File: config.mk
export PLATFORM = sky130hd
export DESIGN_NAME = serial_image_loader_framer
export DESIGN_NICKNAME = d
export VERILOG_FILES = /design/src/rtl/sil_pkg.sv /design/src/rtl/sil_core.sv /design/src/rtl/serial_image_loader_framer.sv
export SDC_FILE = /design/constraint.sdc
export NUM_CORES = 1
export LEC_CHECK = 0
export ABC_AREA = 0
export ABC_CLOCK_PERIOD_IN_PS = 3350
export BUFFER_PORTS_ARGS = -buffer_cell sky130_fd_sc_hd__buf_2
export CAP_MARGIN = 5
export CORE_MARGIN = 4
export CORE_UTILIZATION = 53
export DETAILED_ROUTE_END_ITERATION = 16
export PLACE_DENSITY_LB_ADDON = 0.2
export SLEW_MARGIN = 0
export SYNTH_ARGS = -nofsm -noshare
export SYNTH_HDL_FRONTEND = slang
export SYNTH_SLANG_ARGS = --single-unit
File: constraint.sdc
create_clock -name clk -period 3.35 [get_ports clk]
set_input_delay 0 -clock clk [delete_from_list [all_inputs] [get_ports clk]]
set_output_delay 0 -clock clk [all_outputs]
set_load 0.02 [all_outputs]
File: src/rtl/sil_pkg.sv
// ----------------------------------------------------------------------------
// sil_pkg
// Shared types and constants for the serial image loader framer: register
// indexes, reset values, stream widths and the structs between the top level
// and the frame core.
// ----------------------------------------------------------------------------
package sil_pkg;

  // Default width of the payload length and index
  localparam int LengthWidthDefault = 16;

  // Configuration register indexes
  localparam int CfgIndexWidth = 2;
  typedef enum logic [CfgIndexWidth-1:0] {
    REG_LOAD_BASE  = 2'd0,
    REG_MAX_LENGTH = 2'd1,
    REG_SYNC_VALUE = 2'd2
  } sil_reg_t;

  localparam int CfgDataWidth = 32;

  // Register reset values
  localparam logic [31:0] LoadBaseReset  = 32'h0000_1000;
  localparam logic [15:0] MaxLengthReset = 16'h3000;
  localparam logic [7:0]  SyncValueReset = 8'hA5;

  // Output stream: tdata holds write_address, write_data, length_error,
  // load_done from bit 0 up, zero filled to whole bytes
  localparam int OutDataWidth = 48;

  typedef struct packed {
    logic [31:0] load_base;
    logic [15:0] max_length;
    logic [7:0]  sync_value;
  } sil_cfg_t;

  typedef struct packed {
    logic        write_enable;
    logic [31:0] write_address;
    logic [7:0]  write_data;
    logic        length_error;
    logic        load_done;
  } sil_result_t;

endpackage

File: src/rtl/sil_core.sv
// ----------------------------------------------------------------------------
// sil_core
// Frame state machine: hunts for the sync byte, gathers the 4-byte
// little-endian length, checks it and numbers the payload bytes. The result
// for the byte presented on rx_byte is combinational; state advances when
// take is high.
// ----------------------------------------------------------------------------
module sil_core #(
  parameter int LENGTH_WIDTH = sil_pkg::LengthWidthDefault
) (
  input  logic                 clk,
  input  logic                 rst,
  input  logic                 take,
  input  logic [7:0]           rx_byte,
  input  sil_pkg::sil_cfg_t    cfg,
  output sil_pkg::sil_result_t result
);
  import sil_pkg::*;

  localparam logic [31:0] IndexLimit = 32'((64'd1 << LENGTH_WIDTH) - 64'd1);

  typedef enum logic [2:0] {
    PH_HUNT,
    PH_LENGTH,
    PH_PAYLOAD,
    PH_DONE,
    PH_ERROR
  } phase_t;

  phase_t                  phase, phase_next;
  logic [1:0]              length_byte_index, length_byte_index_next;
  logic [23:0]             length_low, length_low_next;
  logic [LENGTH_WIDTH-1:0] length, length_next;
  logic [LENGTH_WIDTH-1:0] payload_index, payload_index_next;

  logic [31:0]             length_full;
  logic [LENGTH_WIDTH:0]   index_plus_one;

  assign length_full    = {rx_byte, length_low};
  assign index_plus_one = {1'b0, payload_index} + {{LENGTH_WIDTH{1'b0}}, 1'b1};

  // Decode the byte against the current phase
  always_comb begin
    phase_next             = phase;
    length_byte_index_next = length_byte_index;
    length_low_next        = length_low;
    length_next            = length;
    payload_index_next     = payload_index;
    result.write_enable    = 1'b0;
    result.write_address   = '0;
    result.write_data      = '0;
    unique case (phase)
      PH_HUNT: begin
        if (rx_byte == cfg.sync_value) begin
          phase_next             = PH_LENGTH;
          length_byte_index_next = '0;
          length_low_next        = '0;
        end
      end
      PH_LENGTH: begin
        if (length_byte_index == 2'd3) begin
          length_byte_index_next = '0;
          if (length_full == 32'd0 || length_full > {16'd0, cfg.max_length} ||
              length_full > IndexLimit) begin
            phase_next = PH_ERROR;
          end else begin
            phase_next         = PH_PAYLOAD;
            length_next        = LENGTH_WIDTH'(length_full);
            payload_index_next = '0;
          end
        end else begin
          length_byte_index_next = length_byte_index + 2'd1;
          case (length_byte_index)
            2'd0:    length_low_next[7:0]   = rx_byte;
            2'd1:    length_low_next[15:8]  = rx_byte;
            default: length_low_next[23:16] = rx_byte;
          endcase
        end
      end
      PH_PAYLOAD: begin
        result.write_enable  = 1'b1;
        result.write_address = cfg.load_base + 32'(payload_index);
        result.write_data    = rx_byte;
        if (index_plus_one >= {1'b0, length}) begin
          phase_next = PH_DONE;
        end else begin
          payload_index_next = index_plus_one[LENGTH_WIDTH-1:0];
        end
      end
      default: ;
    endcase
    result.length_error = (phase_next == PH_ERROR);
    result.load_done    = (phase_next == PH_DONE);
  end

  // Hold frame state; advance on each taken byte
  always_ff @(posedge clk) begin
    if (rst) begin
      phase             <= PH_HUNT;
      length_byte_index <= '0;
      length_low        <= '0;
      length            <= '0;
      payload_index     <= '0;
    end else if (take) begin
      phase             <= phase_next;
      length_byte_index <= length_byte_index_next;
      length_low        <= length_low_next;
      length            <= length_next;
      payload_index     <= payload_index_next;
    end
  end

endmodule

File: src/rtl/serial_image_loader_framer.sv
// ----------------------------------------------------------------------------
// serial_image_loader_framer
// Byte-stream loader framer: finds the sync byte, reads a 4-byte length and
// turns each payload byte into a memory write at load_base plus its index.
//
//   channel | direction | signals                      | content
//   --------+-----------+------------------------------+---------------------
//   s_axis  | in        | tvalid tready tdata[7:0]     | rx_byte
//   m_axis  | out       | tvalid tready tuser tdata    | one result per byte
//   cfg     | in        | valid ready index data       | register writes
//
// Every received byte gives one result. A byte is taken into an input
// register, decoded against the frame state when it moves on and lands in
// the output register, so a byte can be accepted every cycle while m_axis
// is not stalled; output valid is set as the byte lands there. Reset (rst,
// synchronous) returns to sync hunting and the register reset values. A stall
// on m_axis holds the output register and backs up into the input register.
// ----------------------------------------------------------------------------
module serial_image_loader_framer #(
  parameter int LENGTH_WIDTH = sil_pkg::LengthWidthDefault
) (
  input  logic                              clk,
  input  logic                              rst,
  // Input bytes
  input  logic                              s_axis_tvalid,
  output logic                              s_axis_tready,
  input  logic [7:0]                        s_axis_tdata,  // [7:0] rx_byte
  // Results
  output logic                              m_axis_tvalid,
  input  logic                              m_axis_tready,
  output logic [sil_pkg::OutDataWidth-1:0]  m_axis_tdata,  // [31:0] write_address,
                                                            // [39:32] write_data,
                                                            // [40] length_error,
                                                            // [41] load_done
  output logic                              m_axis_tuser,  // [0] write_enable
  // Configuration writes
  input  logic                              cfg_valid,
  output logic                              cfg_ready,
  input  logic [sil_pkg::CfgIndexWidth-1:0] cfg_index,
  input  logic [sil_pkg::CfgDataWidth-1:0]  cfg_data
);
  import sil_pkg::*;

  sil_cfg_t    cfg;
  sil_result_t result;
  logic        in_valid;
  logic [7:0]  in_byte;
  logic        take;
  sil_result_t out_result;

  assign cfg_ready = 1'b1;

  // Write configuration registers
  always_ff @(posedge clk) begin
    if (rst) begin
      cfg.load_base  <= LoadBaseReset;
      cfg.max_length <= MaxLengthReset;
      cfg.sync_value <= SyncValueReset;
    end else if (cfg_valid) begin
      unique case (cfg_index)
        REG_LOAD_BASE:  cfg.load_base  <= cfg_data;
        REG_MAX_LENGTH: cfg.max_length <= cfg_data[15:0];
        REG_SYNC_VALUE: cfg.sync_value <= cfg_data[7:0];
        default: ;
      endcase
    end
  end

  // Move the input byte on when the output register is free or draining
  assign take          = in_valid && (!m_axis_tvalid || m_axis_tready);
  assign s_axis_tready = !in_valid || take;

  // Input register
  always_ff @(posedge clk) begin
    if (rst) begin
      in_valid <= 1'b0;
    end else if (s_axis_tready) begin
      in_valid <= s_axis_tvalid;
    end
  end

  always_ff @(posedge clk) begin
    if (s_axis_tready && s_axis_tvalid) begin
      in_byte <= s_axis_tdata;
    end
  end

  sil_core #(
    .LENGTH_WIDTH(LENGTH_WIDTH)
  ) u_core (
    .clk     (clk),
    .rst     (rst),
    .take    (take),
    .rx_byte (in_byte),
    .cfg     (cfg),
    .result  (result)
  );

  // Output register
  always_ff @(posedge clk) begin
    if (rst) begin
      m_axis_tvalid <= 1'b0;
    end else if (take) begin
      m_axis_tvalid <= 1'b1;
    end else if (m_axis_tready) begin
      m_axis_tvalid <= 1'b0;
    end
  end

  always_ff @(posedge clk) begin
    if (take) begin
      out_result <= result;
    end
  end

  assign m_axis_tuser = out_result.write_enable;
  assign m_axis_tdata = {6'd0, out_result.load_done, out_result.length_error,
                         out_result.write_data, out_result.write_address};

endmodule

### Word level (Yosys, flattened, before mapping)

Index checks and enable logic that the tools add are counted.

| word-level totals | value |
|---|---|
| bits in registers | 170 |
| latch bits | 0 |
| bits in writable memories | 0 |
| bits in read-only memories | 0 |
| input bits | 47 |
| output and inout port bits | 52 |
| word-level logic and storage cells | 88 |
| memories | 0 |

| operators by class | value |
|---|---|
| add/sub/neg operators | 3 |
| $mul | 0 |
| divide/modulo/power cells | 0 |
| order comparisons | 3 |
| equality and inequality tests | 17 |
| shifts and indexed selects | 0 |
| multiplexer cells | 21 |
| bitwise operators | 1 |
| reductions and logical operators | 25 |

Operator list:

| kind | count |
|---|---|
| 16-bit two-way mux | 3 |
| 24-bit two-way mux | 2 |
| 24-bit case mux with 2 select lines | 1 |
| 41-bit two-way mux | 1 |
| 32-bit by 16-bit adder with 32-bit output | 1 |
| 32-bit by 16-bit greater-than comparator with 1-bit output | 1 |
| 32-bit by 16-bit greater-than comparator with 1-bit output (second input constant) | 1 |
| 32-bit zero test | 1 |
| 16-bit case mux with 2 select lines | 1 |
| 8-bit two-way mux | 3 |
| 5-bit AND reduction | 4 |
| 16-bit by 1-bit adder with 17-bit output (second input constant) | 1 |
| 17-bit by 16-bit greater-or-equal comparator with 1-bit output | 1 |
| 3-bit two-way mux | 4 |
| 3-bit case mux with 3 select lines | 1 |
| 8-bit equality test | 1 |
| 2-bit by 1-bit inequality test with 1-bit output (second input constant) | 4 |
| 2-bit inequality test (second input constant) | 4 |
| 3-bit by 2-bit equality test with 1-bit output (second input constant) | 2 |
| 2-bit AND reduction | 3 |
| 2-bit nonzero test | 3 |
| 2-bit by 1-bit equality test with 1-bit output (second input constant) | 2 |
| 2-bit equality test (second input constant) | 2 |
| 2-bit zero test | 2 |
| other kinds (14) | 21 |

### Longest topological paths before layout

| depth | value |
|---|---|
| word-level depth | 7 |
| gate-level depth with buffers | 15 |
| depth with buffers taken out | 13 |

### By module

Synthesis repeated with hierarchy kept, for this count alone.

| second synthesis, totals | value |
|---|---|
| cell total of the unflattened synthesis | 911 |
| area, all modules | 8,926.1 um^2 |

Modules (own cells, without submodules):

| module | instances | cells an instance | area an instance (um^2) |
|---|---|---|---|
| sil_core | 1 | 616 | 4,839.6 |
| serial_image_loader_framer | 1 | 295 | 4,086.4 |

### Worst setup path before layout

No wires, ideal clock.

| timing | value |
|---|---|
| kind | reg2reg |
| start point | register u_core.payload_index[0] |
| end point | register u_core.payload_index[11] |
| setup time | 124 ps |
| data arrival time | 3,238 ps |
| required time | 3,226 ps |
| setup slack | -13 ps |
| cell stages (with the launch flop) | 15 |
| buffers on the path | 1 |
| period minus slack after synthesis | 3,363 ps |
| cells stage by stage | dfxtp_1 ha_1 nand4_1 or3_1 and2_1 or2_2 ha_1 and2_0 a221oi_1 o32a_1 and3_4 nand2_1 a21oi_1 buf_2 o21ai_0 |

| between the ends | value |
|---|---|
| word-level cells in the longest chain between the ends | 4 |
| elaborated cells between the ends (all ways) | 6 |

RTL lines:

| item | line | source |
|---|---|---|
| start, declared | sil_core.sv:34 | `logic [LENGTH_WIDTH-1:0] payload_index, payload_index_next;` |
| start signal, assigned | sil_core.sv:109 | `payload_index <= payload_index_next;` |
| 16-bit by 1-bit adder with 17-bit output * | sil_core.sv:40 | `assign index_plus_one = {1'b0, payload_index} + {{LENGTH_WIDTH{1'b0}}, 1'b1};` |
| 17-bit by 16-bit greater-or-equal comparator with 1-bit output | sil_core.sv:84 | `if (index_plus_one >= {1'b0, length}) begin` |
| 2-bit inequality test (no line) | -- |  |
| 5-bit AND reduction (no line) | -- |  |

Mark *: on every way between the ends. The rest lies on a longest branch, timed or not. The select of a mux whose other input is x is not followed.
A chain may end at the register's enable or synchronous reset.

### Worst setup path after layout

| timing | value |
|---|---|
| start point | register u_core.payload_index[0] |
| end point | register u_core.payload_index[1] |

The elaborated chain is that of the path after synthesis.

==> flow_summary.json <==
{
  "vdd_drop_max_mv": 0.322,
  "syn_to_final_growth_pct": 22.4,
  "power_density_mw_per_mm2": 435,
  "gp_congestion": 0.921,
  "yosys.area.top_type": "dfxtp_1",
  "path_cells": "ha_4 -> nand4_1 -> or4_4 -> and2_4 -> or2_4 -> ha_4 -> nand4_1 -> o32a_1 -> and3_4 -> nand2_1 -> a21oi_2 -> buf_12 -> o31ai_1",
  "cpPeakStageDelay_ns": 0.59,
  "port_buffers": 91,
  "yosys_warnings": 0,
  "p_switching_w": 0.00105,
  "ys_seq_elements": 170,
  "pin_count": 99,
  "ant_nets": 0,
  "grt_start_max_net_pins": 76,
  "p_clk_share_pct": 46.3,
  "cts_tree": "yes",
  "crit_fanout": 16,
  "maxCapViolations": 0,
  "drc": 0,
  "antenna_found_initial": 1,
  "rows": 46,
  "drv_slew": 0,
  "grt_util_all_layers_pct": 23.6,
  "initialDrtViolationCount": 557,
  "fin_skew_ns": 0.0118,
  "critical_path_arrival_ns": 3.56,
  "numCtsBuffers": 17,
  "path_clk_slew_ns": 0.07,
  "dpl_cell_area_mm2": 0.00954,
  "synthCells": 982,
  "drt-wirelength-per-cell_um": 15.9,
  "clk_latency_ns": 0.43,
  "grt_remaining_overflow": 0,
  "cpMaxStageDelayCell": "or4_4",
  "setup_viol_count_final": 0,
  "synthFlopType": "dfxtp_1",
  "post-route-period-util_pct": 96.8,
  "max_slew_margin_pct": 27.5,
  "post-synth-top-count-cell": "nand2_1",
  "core_mm2": 0.0161,
  "synthesis.area_mm2": 0.00878,
  "initial_core_util_pct": 54.7,
  "p_leak_nw": 4.46,
  "ys_top_cells_by_count": "nand2_1 (134), dfxtp_1 (119), nor2_1 (92), a21oi_1 (72), inv_1 (58)",
  "path_class": "register to register",
  "htreeDepth": 4,
  "max_clock_freq_ghz": 0.308,
  "fin_crit_ns": 3.24,
  "die_h_um": 137,
  "required_ns": 3.67,
  "internal-power_w": 0.00363,
  "worst_pin_slew_ns": 1.08,
  "dieArea_mm2": 0.0187,
  "dr.pass1.iters": 5,
  "die_w_um": 137,
  "sequentialPowerShare_pct": 47.2,
  "cts.path.max_buffers": 2,
  "synth-seq-area-share_pct": 44.6,
  "swShare_pct": 22.4,
  "synth-edff-count": 51,
  "synth_area_leaders": "dfxtp_1 (27%), edfxtp_1 (17%), ha_1 (7.4%), nand2_1 (5.7%), mux2i_1 (5.2%)",
  "finalHoldViolations": 0,
  "nNetsFinal": 1224,
  "status": "completed",
  "final_area_mm2": 0.0108,
  "syn_area_per_cell_um2": 8.94,
  "grt_pass1_vias": 6835,
  "cp-end-kind": "register",
  "grt_pass1_wl_mm": 34.5,
  "placed_cells": 1274,
  "num_vias": 7337,
  "synth-async-reset-ratio_pct": 0,
  "synth_top_area_share_pct": 27.1,
  "drive_above_1_share_pct": 17.7,
  "worstHoldPathType": "input pin to register",
  "startpoint_type": "register",
  "hold_slack_ns": 0.0271,
  "clock-sinks": 170,
  "fin_cells": 1354,
  "yosysUniqueCellTypes": 62,
  "wirelength_mm": 21.5,
  "dp_hpwl_mm": 15.0,
  "vias_per_cell": 5.42,
  "clock-root-buffer": "clkbuf_16",
  "pwr-share-comb_pct": 6.5
}
[through the flow]
| stage | setup slack (ns) | TNS [ns] | utilization, % | total power, W |
|---|---|---|---|---|
| floorplan | 0.0167 | 0 | - | 0.00242 |
| global placement | -0.0531 | -0.305 | 59.4 | 0.00251 |
| detailed placement | -0.144 | -1.90 | 59.4 | 0.00251 |
| CTS | 0.0303 | 0 | 66.4 | 0.00470 |
| global route | -0.0479 | -0.378 | 66.9 | 0.00482 |
| finish | 0.108 | 0 | 66.9 | 0.00468 |
[kinds of logic (layout without fill, tap and decap cells)]
| group | after synthesis | count (layout) | synth area share (%) |
|---|---|---|---|
| flops | 170 | 170 | 44.6 |
| xor+xnor | 30 | 30 | 2.99 |
| compound gates | 187 | 187 | 13.1 |
| other cells | 2 | 8 | 0.0855 |
| mux | 46 | 46 | 5.24 |
| buf+inv | 108 | 258 | 5.26 |
| fa+ha+maj | 53 | 53 | 7.64 |
| simple gates | 386 | 386 | 21.1 |
[cell usage in the layout (no fill, tap or decap), types with 30 or more instances in the layout]
cell type | synthesis | routed
dfxtp_1 | 119 | 116
nand2_1 | 134 | 134
buf_4 | 8 | 31
edfxtp_1 | 51 | 51
buf_2 | 5 | 90
a21oi_1 | 72 | 70
o21ai_0 | 32 | 30
mux2i_1 | 46 | 46
inv_1 | 58 | 58
ha_1 | 52 | 50
dlygate4sd3_1 | 0 | 43
nor2_1 | 92 | 90
[timing repair]
item / CTS / global route
pin swaps: 2 / 6
resized for setup: 7 / 18
hold buffers: 43 / 0
gates cloned: 0 / 0
endpoints found under the setup margin: 19 / 19
setup buffers: 1 / 3
endpoints found under the hold margin: 66 / 0
[power by group through the flow]
stage	Sequential [W]	Combinational, W	Clock, W
2_1_floorplan	0.00226	0.000157	0
3_3_place_gp	0.00225	0.000258	0
3_5_place_dp	0.00225	0.000260	0
4_1_cts	0.00221	0.000301	0.00219
5_1_grt	0.00221	0.000334	0.00228
6_report	0.00221	0.000306	0.00216
[registers in the layout, indices dropped and copies added (netlist names)]
signal / flops
u_core.payload_index: 16
m_axis_tvalid: 1
m_axis_tdata: 42
in_valid: 1
u_core.phase: 3
u_core.length: 16
in_byte: 8
u_core.length_byte_index: 2
m_axis_tuser: 1
u_core.length_low: 24
cfg: 56
[worst max-delay path: cells and delay by family, from the launching register on]
kind / cells / cell delay (ns)
simple gates: 7 / 1.54
compound gates: 3 / 0.66
fa+ha+maj: 2 / 0.40
flops: 1 / 0.37
buf+inv: 1 / 0.17
[layer usage]
| metal | track usage, % | wire length (µm) |
|---|---|---|
| met1 | 30.8 | 9430 |
| met4 | 8.73 | 579 |
| met2 | 39.2 | 10300 |
| met3 | 4.41 | 1180 |
| met5 | 0 | 0 |
[layout make-up]
type / count / area, µm²
Multi-Input combinational cell: 709 / 4530
Fill cell: 1268 / 5310
Sequential cell: 170 / 3920
Antenna cell: 1 / 2.50
Tap cell: 216 / 270
Timing Repair Buffer: 167 / 1160
Clock inverter: 13 / 214
Inverter: 59 / 226
Clock buffer: 19 / 433
[worst paths after layout]
kind	start	to	slack, ns	cells past startpoint
setup / recovery	u_core.payload_index[0]	u_core.payload_index[1]	0.11	13
hold / removal	cfg_index[0]	cfg[44]	0.03	4
setup reg to reg	u_core.payload_index[0]	u_core.payload_index[1]	0.11	13
hold reg to reg	cfg[22]	cfg[22]	0.46	2
Note: power is estimated with default switching activity, not from simulation.
